**src/rtl/core/ishx_pkg.sv**
```systemverilog
package ishx_pkg;

    localparam logic [31:0] SHA_IV0 = 32'h67452301;
    localparam logic [31:0] SHA_IV1 = 32'hEFCDAB89;
    localparam logic [31:0] SHA_IV2 = 32'h98BADCFE;
    localparam logic [31:0] SHA_IV3 = 32'h10325476;
    localparam logic [31:0] SHA_IV4 = 32'hC3D2E1F0;

    localparam logic [31:0] SHA_K0 = 32'h5A827999;
    localparam logic [31:0] SHA_K1 = 32'h6ED9EBA1;
    localparam logic [31:0] SHA_K2 = 32'h8F1BBCDC;
    localparam logic [31:0] SHA_K3 = 32'hCA62C1D6;

    localparam logic [7:0]  PAD_BYTE = 8'h80;
    localparam logic [31:0] HEX_BITS = 32'd320;

    localparam logic [0:0] REG_REPEAT = 1'b0;
    localparam logic [0:0] REG_HEXUP  = 1'b1;

    function automatic logic [7:0] hex_char(input logic [3:0] nib, input logic upper);
        logic [7:0] base;
        begin
            base = upper ? 8'h41 : 8'h61;
            hex_char = (nib < 4'd10) ? (8'h30 + {4'd0, nib}) : (base + {4'd0, nib} - 8'd10);
        end
    endfunction

    function automatic logic [31:0] hex4(input logic [15:0] v, input logic upper);
        hex4 = {hex_char(v[15:12], upper), hex_char(v[11:8], upper),
                hex_char(v[7:4], upper), hex_char(v[3:0], upper)};
    endfunction

endpackage

```
**src/rtl/core/iterated_sha1_hex_digest.sv**
```systemverilog
// Sequence: a compression is 80 rounds (ST_ROUND) and one add (ST_ADD); a last item
// adds a pad step, a length step, one or two compressions and, per repeat pass, a hex
// step and a compression before the first of five results.
// Throughput: one message byte per cycle while idle; input stalls while each 64-byte
// block compresses (one shared round unit, one round per cycle, 16-word schedule).
// Reset: synchronous, active low; chain value returns to the SHA-1 initial
// constants, repeat_count to 1 and hex_upper to 0.
module iterated_sha1_hex_digest
    import ishx_pkg::*;
(
    input  logic        aclk,
    input  logic        aresetn,
    input  logic        psel,
    input  logic        penable,
    input  logic        pwrite,
    input  logic [2:0]  paddr,
    input  logic [31:0] pwdata,
    output logic [31:0] prdata,
    output logic        pready,
    input  logic        s_tvalid,
    output logic        s_tready,
    input  logic [7:0]  s_tdata,   // data_byte
    input  logic        s_tuser,   // byte_present
    input  logic        s_tlast,   // last_item
    output logic        m_tvalid,
    input  logic        m_tready,
    output logic [95:0] m_tdata,   // digest_word, hex_chars
    output logic        m_tlast    // last_word
);

    typedef enum logic [2:0] {
        ST_IDLE, ST_ROUND, ST_ADD, ST_PAD, ST_LEN, ST_HEX, ST_OUT
    } state_t;

    typedef enum logic [1:0] {
        NX_IN, NX_PAD, NX_LEN, NX_PASS
    } after_t;

    state_t         state_reg;
    after_t         after_reg;
    logic [31:0]    repeat_reg;
    logic           upper_reg;
    logic [31:0]    cv_reg [5];
    logic [31:0]    w_reg [16];
    logic [31:0]    a_reg, b_reg, c_reg, d_reg, e_reg;
    logic [31:0]    total_reg;
    logic [6:0]     round_reg;
    logic [31:0]    pass_reg;
    logic [2:0]     out_reg;

    logic           wr_en;
    logic [31:0]    f_val, k_val, t_val, w_new;
    logic [5:0]     pos;
    logic [1:0]     bsel;
    logic [31:0]    cv_out;
    logic [31:0]    pass_next;

    assign pready = 1'b1;
    assign wr_en  = psel && penable && pwrite;
    assign prdata = (paddr[2] == REG_HEXUP) ? {31'd0, upper_reg} : repeat_reg;

    assign s_tready = (state_reg == ST_IDLE);
    assign pos      = total_reg[5:0];
    assign bsel     = pos[1:0];

    always_comb begin
        if (round_reg < 7'd20) begin
            f_val = (b_reg & c_reg) | (~b_reg & d_reg);
            k_val = SHA_K0;
        end else if (round_reg < 7'd40) begin
            f_val = b_reg ^ c_reg ^ d_reg;
            k_val = SHA_K1;
        end else if (round_reg < 7'd60) begin
            f_val = (b_reg & c_reg) | (b_reg & d_reg) | (c_reg & d_reg);
            k_val = SHA_K2;
        end else begin
            f_val = b_reg ^ c_reg ^ d_reg;
            k_val = SHA_K3;
        end
        t_val = {a_reg[26:0], a_reg[31:27]} + f_val + e_reg + w_reg[0] + k_val;
        w_new = w_reg[13] ^ w_reg[8] ^ w_reg[2] ^ w_reg[0];
        w_new = {w_new[30:0], w_new[31]};
    end

    assign cv_out    = cv_reg[out_reg];
    assign pass_next = pass_reg + 32'd1;
    assign m_tvalid  = (state_reg == ST_OUT);
    assign m_tdata   = {hex4(cv_out[31:16], upper_reg), hex4(cv_out[15:0], upper_reg),
                        cv_out};
    assign m_tlast   = (out_reg == 3'd4);

    always_ff @(posedge aclk) begin
        if (!aresetn) begin
            state_reg    <= ST_IDLE;
            after_reg    <= NX_IN;
            repeat_reg   <= 32'd1;
            upper_reg    <= 1'b0;
            cv_reg[0]    <= SHA_IV0;
            cv_reg[1]    <= SHA_IV1;
            cv_reg[2]    <= SHA_IV2;
            cv_reg[3]    <= SHA_IV3;
            cv_reg[4]    <= SHA_IV4;
            a_reg        <= '0;
            b_reg        <= '0;
            c_reg        <= '0;
            d_reg        <= '0;
            e_reg        <= '0;
            total_reg    <= '0;
            round_reg    <= '0;
            pass_reg     <= '0;
            out_reg      <= '0;
        end else begin
            if (wr_en) begin
                if (paddr[2] == REG_REPEAT) begin
                    repeat_reg <= pwdata;
                end else begin
                    upper_reg <= pwdata[0];
                end
            end
            case (state_reg)
                ST_IDLE: begin
                    if (s_tvalid) begin
                        if (s_tuser) begin
                            case (bsel)
                                2'd0: w_reg[pos[5:2]] <= {s_tdata, 24'd0};
                                2'd1: w_reg[pos[5:2]][23:16] <= s_tdata;
                                2'd2: w_reg[pos[5:2]][15:8] <= s_tdata;
                                default: w_reg[pos[5:2]][7:0] <= s_tdata;
                            endcase
                            total_reg <= total_reg + 32'd1;
                        end
                        if (s_tuser && pos == 6'd63) begin
                            state_reg <= ST_ROUND;
                            after_reg <= s_tlast ? NX_PAD : NX_IN;
                            a_reg <= cv_reg[0]; b_reg <= cv_reg[1]; c_reg <= cv_reg[2];
                            d_reg <= cv_reg[3]; e_reg <= cv_reg[4];
                            round_reg <= '0;
                        end else if (s_tlast) begin
                            state_reg <= ST_PAD;
                        end
                    end
                end
                ST_PAD: begin
                    // append 0x80 and clear the rest of the block
                    for (int i = 0; i < 16; i++) begin
                        if (4'(i) > pos[5:2]) w_reg[i] <= '0;
                    end
                    case (bsel)
                        2'd0: w_reg[pos[5:2]] <= {PAD_BYTE, 24'd0};
                        2'd1: w_reg[pos[5:2]][23:0] <= {PAD_BYTE, 16'd0};
                        2'd2: w_reg[pos[5:2]][15:0] <= {PAD_BYTE, 8'd0};
                        default: w_reg[pos[5:2]][7:0] <= PAD_BYTE;
                    endcase
                    if (pos >= 6'd56) begin
                        state_reg <= ST_ROUND;
                        after_reg <= NX_LEN;
                        a_reg <= cv_reg[0]; b_reg <= cv_reg[1]; c_reg <= cv_reg[2];
                        d_reg <= cv_reg[3]; e_reg <= cv_reg[4];
                        round_reg <= '0;
                    end else begin
                        state_reg <= ST_LEN;
                    end
                end
                ST_LEN: begin
                    if (after_reg == NX_LEN) begin
                        for (int i = 0; i < 14; i++) w_reg[i] <= '0;
                    end
                    w_reg[14] <= {29'd0, total_reg[31:29]};
                    w_reg[15] <= {total_reg[28:0], 3'd0};
                    state_reg <= ST_ROUND;
                    after_reg <= NX_PASS;
                    a_reg <= cv_reg[0]; b_reg <= cv_reg[1]; c_reg <= cv_reg[2];
                    d_reg <= cv_reg[3]; e_reg <= cv_reg[4];
                    round_reg <= '0;
                    pass_reg <= 32'd1;
                end
                ST_ROUND: begin
                    e_reg <= d_reg;
                    d_reg <= c_reg;
                    c_reg <= {b_reg[1:0], b_reg[31:2]};
                    b_reg <= a_reg;
                    a_reg <= t_val;
                    for (int i = 0; i < 15; i++) w_reg[i] <= w_reg[i + 1];
                    w_reg[15] <= w_new;
                    if (round_reg == 7'd79) begin
                        state_reg <= ST_ADD;
                        round_reg <= '0;
                    end else begin
                        round_reg <= round_reg + 7'd1;
                    end
                end
                ST_ADD: begin
                    cv_reg[0] <= cv_reg[0] + a_reg;
                    cv_reg[1] <= cv_reg[1] + b_reg;
                    cv_reg[2] <= cv_reg[2] + c_reg;
                    cv_reg[3] <= cv_reg[3] + d_reg;
                    cv_reg[4] <= cv_reg[4] + e_reg;
                    case (after_reg)
                        NX_IN:   state_reg <= ST_IDLE;
                        NX_PAD:  state_reg <= ST_PAD;
                        NX_LEN:  state_reg <= ST_LEN;
                        default: state_reg <= (pass_reg < repeat_reg) ? ST_HEX : ST_OUT;
                    endcase
                    out_reg <= '0;
                end
                ST_HEX: begin
                    for (int j = 0; j < 5; j++) begin
                        w_reg[2 * j]     <= hex4(cv_reg[j][31:16], upper_reg);
                        w_reg[2 * j + 1] <= hex4(cv_reg[j][15:0], upper_reg);
                    end
                    w_reg[10] <= 32'h80000000;
                    w_reg[11] <= '0;
                    w_reg[12] <= '0;
                    w_reg[13] <= '0;
                    w_reg[14] <= '0;
                    w_reg[15] <= HEX_BITS;
                    cv_reg[0] <= SHA_IV0; cv_reg[1] <= SHA_IV1; cv_reg[2] <= SHA_IV2;
                    cv_reg[3] <= SHA_IV3; cv_reg[4] <= SHA_IV4;
                    a_reg <= SHA_IV0; b_reg <= SHA_IV1; c_reg <= SHA_IV2;
                    d_reg <= SHA_IV3; e_reg <= SHA_IV4;
                    round_reg <= '0;
                    pass_reg  <= pass_next;
                    after_reg <= NX_PASS;
                    state_reg <= ST_ROUND;
                end
                ST_OUT: begin
                    if (m_tready) begin
                        if (out_reg == 3'd4) begin
                            state_reg <= ST_IDLE;
                            after_reg <= NX_IN;
                            cv_reg[0] <= SHA_IV0; cv_reg[1] <= SHA_IV1;
                            cv_reg[2] <= SHA_IV2; cv_reg[3] <= SHA_IV3;
                            cv_reg[4] <= SHA_IV4;
                            total_reg <= '0;
                            pass_reg  <= '0;
                            out_reg   <= '0;
                        end else begin
                            out_reg <= out_reg + 3'd1;
                        end
                    end
                end
                default: state_reg <= ST_IDLE;
            endcase
        end
    end

endmodule

```
**config.mk**
```make
export PLATFORM = sky130hd
export DESIGN_NAME = iterated_sha1_hex_digest
export DESIGN_NICKNAME = d
export VERILOG_FILES = /design/src/rtl/core/ishx_pkg.sv /design/src/rtl/core/iterated_sha1_hex_digest.sv
export SDC_FILE = /design/constraint.sdc
export NUM_CORES = 2
export LEC_CHECK = 0
export BUFFER_PORTS_ARGS = -buffer_cell sky130_fd_sc_hd__buf_2
export CAP_MARGIN = 20
export CORE_ASPECT_RATIO = 1.25
export CORE_MARGIN = 4
export CORE_UTILIZATION = 60
export CTS_CLUSTER_DIAMETER = 30
export DETAILED_ROUTE_END_ITERATION = 10
export HOLD_SLACK_MARGIN = 0.1
export PLACE_DENSITY = 0.8
export SETUP_SLACK_MARGIN = 0.4
export SLEW_MARGIN = 20
export SYNTH_ARGS = -nofsm -noshare
export SYNTH_HDL_FRONTEND = slang
export SYNTH_SLANG_ARGS = --single-unit
```
**constraint.sdc**
```tcl
create_clock -name aclk -period 8.1 [get_ports aclk]
set_input_delay 1.62 -clock aclk [delete_from_list [all_inputs] [get_ports aclk]]
set_output_delay 1.62 -clock aclk [all_outputs]
set_load 0.01 [all_outputs]
```
==> summary.md <==
| Metric | Value |
|---|---|
| Layout area overhead | 15.14% |
| Psw | 14560 uW |
| # rows | 129 |
| Post-synth EDFFs | between 400 and 500 |
| P_int | 18270 uW |
| Post-Syn Area | 59880 sq um |
| DP Worst Slack | 1290 ps |
| Largest net degree at the start of global routing | around 200 |
| DR vias | 56.60k |
| Post-synthesis async set-or-reset flop share | 0 |
| Worst EP arrival | 7630 ps |
| Hold Fails Final Rpt | 0 |
| Cells along the critical path | and3_1, or3_1, buf_4, inv_1, a221oi_1, fa_1, inv_1, fa_1, inv_1, fa_1, inv_1, ha_1, a211oi_1, o211ai_1, and3_1, a311oi_2, a31oi_1, a311o_1, a211oi_2, mux2i_1, o21ai_0 |
| Sequential Power Share | 0.259 |
| Peak VDD IR | 0.0005198 V |
| Vias per cell | 6.907 |
| Fin crit share | 0.8578 |
| Post-CTS repair timing setup buffer count | 0 |
| Final setup TNS | 0 ps |
| RSZ-0062 raised after global routing | false |
| Slowest stage cell on the critical path | inv_1 |
| First-pass DRT Iterations | 8 |
| Die height | 361.2 um |
| Worst Clk Skew | approximately 38 ps |
| Starting density of the core | 0.6052 |
| Vias in the first global route | 53.98k |
| Layout cell share with drive strength beyond 1 | 0.1126 |
| CTS Buf Count | 191 |
| Element type at the critical path start | flip-flop |
| Slew Viols, Final | 0 |
| Reg2Reg Depth | 21 |
| Largest cells by area after synthesis | edfxtp_1, dfxtp_1, ha_1 |
| Min-delay worst type | flip-flop to flip-flop |
| Crit-path most repeated cell | inv_1 |
| Dpl hpwl | 170.5 mm |
| Comb power frac | 0.488 |
| Die X | 290.6 um |
| CP bufs+invs | 5 |
| TritonCTS clock tree | done |
| CP peak stage delay | 600 ps |
| Worst relative slew slack | 0.1416 |
| Port Buffer Count | 172 |
| Global-route wire length before repair | 345.9 mm |
| Status | finished, final reports clean |
| Syn_area_per_cell | 9.073 sq um |
| CP Depth | 21 |
| Routed len/inst | 29.01 um |
| Setup violators final | 0 |
| FMAX | 143.9 MHz |
| Flops & latches, synth | about 950 |
| Multi-input gate area | 33400 sq um |
| Number of synthesis warnings | 0 |
| Min Tclk post-route | 6948 ps |
| WP data required | 8790 ps |
| Worst-Margin Slew | 1274 ps |
| Hold Crit Start | repeat_reg[12]$_SDFFE_PN0P_ |
| Final WS setup | 1152 ps |
| Initial antenna violation count | 17 |
| Max_cap viols | 0 |
| Largest register FFs | 512 |
| Deepest clock path buffer count | 3 |
| Post-Route WL | ~240 mm |
| CTS sink count | 947 |
| Critical Path Sink Type | flip-flop |
| Antenna Violating Nets Remaining | 0 |
| Reg2Reg Setup Slack | 1150 ps |
| Ys flop type | dfxtp_1 |
| Leakage power | 0.02704 uW |
| Final net count | 7166 |
| Synth unique cells | 87 |
| Setup Crit Path Kind | flip-flop to flip-flop |
| Worst-path maximum fanout | 13 |
| H-tree depth | 4 |
| Sequential-to-total area share from yosys stat | 0.3918 |
| Tot GR Track Use | 0.4369 |
| Crit. Startpoint | round_reg[4]$_SDFFE_PN0P_ |
| Worst-path clk slew | around 50 ps |
| Root Buffer | clkbuf_16 |
| DR iter-0 viols | approximately 7.8k |
| Register area | 23470 sq um |
| Top cell type's share of synthesized area | 0.2257 |
| CP Capture Point | a_reg[30]$_SDFFE_PN0P_ |
| DRC Markers | 0 |
| Power Dens Cells | about 480 nW/um^2 |
| CP delay by family, top | compound AO/OA/AOI/OAI gates |
| Num ports | 184 |
| Die Area | roughly 100000 sq um |
| Global placement routability congestion | roughly 1.0 |
| Share of total power in the clock network | 0.253 |
| R2R Path Start | round_reg[4]$_SDFFE_PN0P_ |
| Post-DP Area | roughly 62000 sq um |
| Worst r2r dst | a_reg[30]$_SDFFE_PN0P_ |
| Leading area contributor after synthesis | edfxtp_1 |
| Design Area, Final | 68940 sq um |
| Number of fill cells | 7502 |
| Post-CTS Resized | 0 |
| CTS Hold Bufs | 0 |
| Worst skew pair latency | slightly above 800 ps |
| Sw Share | 0.4435 |
| Syn Inst Count | 6600 |
| Core ar. | 98940 sq um |
| Total congestion overflow | 0 |
[cells in the final DEF (no fill, tap or decap), types with 84 or more instances in the layout]
cell,n
a211oi_1,262
a21boi_0,118
a21o_1,84
a21oi_1,539
a221o_1,95
a221oi_1,137
buf_2,171
buf_4,143
clkbuf_16,199
dfxtp_1,493
edfxtp_1,450
fa_1,125
ha_1,281
inv_1,418
nand2_1,588
nand3_1,115
nor2_1,657
o21ai_0,330
o221ai_1,96
xnor2_1,229
xor2_1,129
[per-layer routing]
metal  track usage  routed length (um)  up-vias
met5             0                  36        -
met4        0.3664               24720        6
met3        0.1411               30070     1110
met2        0.6522              101800     4077
met1        0.5125               81120    27000
li1              -                   -    24400
[cell type report]
type	count	area share
clock inverters	122	0.02156
repair buffers	322	0.02982
clock buffers	237	0.07677
well taps	1310	0.02377
multi-input cells	4826	0.4844
inverters	420	0.02287
flip-flops and latches	947	0.3404
diodes	10	0.0003630
[cell usage after synthesis, types with 71 or more instances]
cell type	count
a221oi_1	137
nor3_1	72
edfxtp_1	450
fa_1	125
a21o_1	84
a221o_1	96
a21oi_1	542
nor3b_1	71
a21boi_0	118
ha_1	281
inv_1	418
nand3_1	117
o21ai_0	341
xnor2_1	229
nor2b_1	83
clkbuf_1	339
dfxtp_1	497
o221ai_1	96
xor2_1	129
nand2_1	589
a211oi_1	263
nor2_1	662
[metrics by stage]
step / cells / total power (uW) / utilization / hold slack (ps)
after floorplan: 6607 / 18860 / - / 443.5
after global placement: 7823 / 23550 / 0.6273 / 451.5
after detailed placement: 7823 / 23820 / 0.6275 / 457.5
after CTS: 8182 / 32200 / 0.6960 / 464.0
after global routing: 8189 / 34440 / 0.6967 / 476.9
final: 8194 / 32820 / 0.6968 / 463.3
[how the worst min path moves through the flow]
stage | slack, ps | cells past startpoint | end
after floorplan | 440 | 2 | repeat_reg[10]$_SDFFE_PN0P_
after global placement | 450 | 2 | repeat_reg[27]$_SDFFE_PN0P_
after global routing | 480 | 2 | repeat_reg[12]$_SDFFE_PN0P_
after CTS | 460 | 2 | repeat_reg[2]$_SDFFE_PN0P_
after detailed placement | 460 | 2 | repeat_reg[12]$_SDFFE_PN0P_
final | 460 | 2 | repeat_reg[12]$_SDFFE_PN0P_
[worst register-to-register path, stage by stage (launching register included)]
cell and delay (ps):
dfxtp_1 340, and3_1 250, or3_1 370, buf_4 210, inv_1 600, a221oi_1 260, fa_1 530, inv_1 50
fa_1 500, inv_1 50, fa_1 490, inv_1 70, ha_1 320, a211oi_1 390, o211ai_1 200, and3_1 280
a311oi_2 390, a31oi_1 360, a311o_1 490, a211oi_2 310, mux2i_1 230, o21ai_0 110
[power groups by stage]
stage	Clock [uW]	Sequential [uW]	Combinational [uW]
after floorplan	0	7610	11300
final	8310	8500	16000
after CTS	8290	8360	15600
after global routing	8550	8540	17400
after global placement	0	8380	15200
after detailed placement	0	8420	15400
[cells by family (layout without fill, tap and decap cells)]
kind of cell             after synthesis  count (layout)  synth area share
AO/OA/AOI/OAI                       2080            2080            0.2343
AND/OR/NAND/NOR                     1862            1862            0.1415
flip-flops                           947             947            0.3918
buffers and inverters                834            1101           0.05399
adder cells (fa/ha/maj)              406             406            0.1005
XOR/XNOR                             358             358           0.05236
multiplexers                         111             111           0.02543
other                                  2              19         0.0001254
Note: power is estimated with default switching activity, not from simulation.
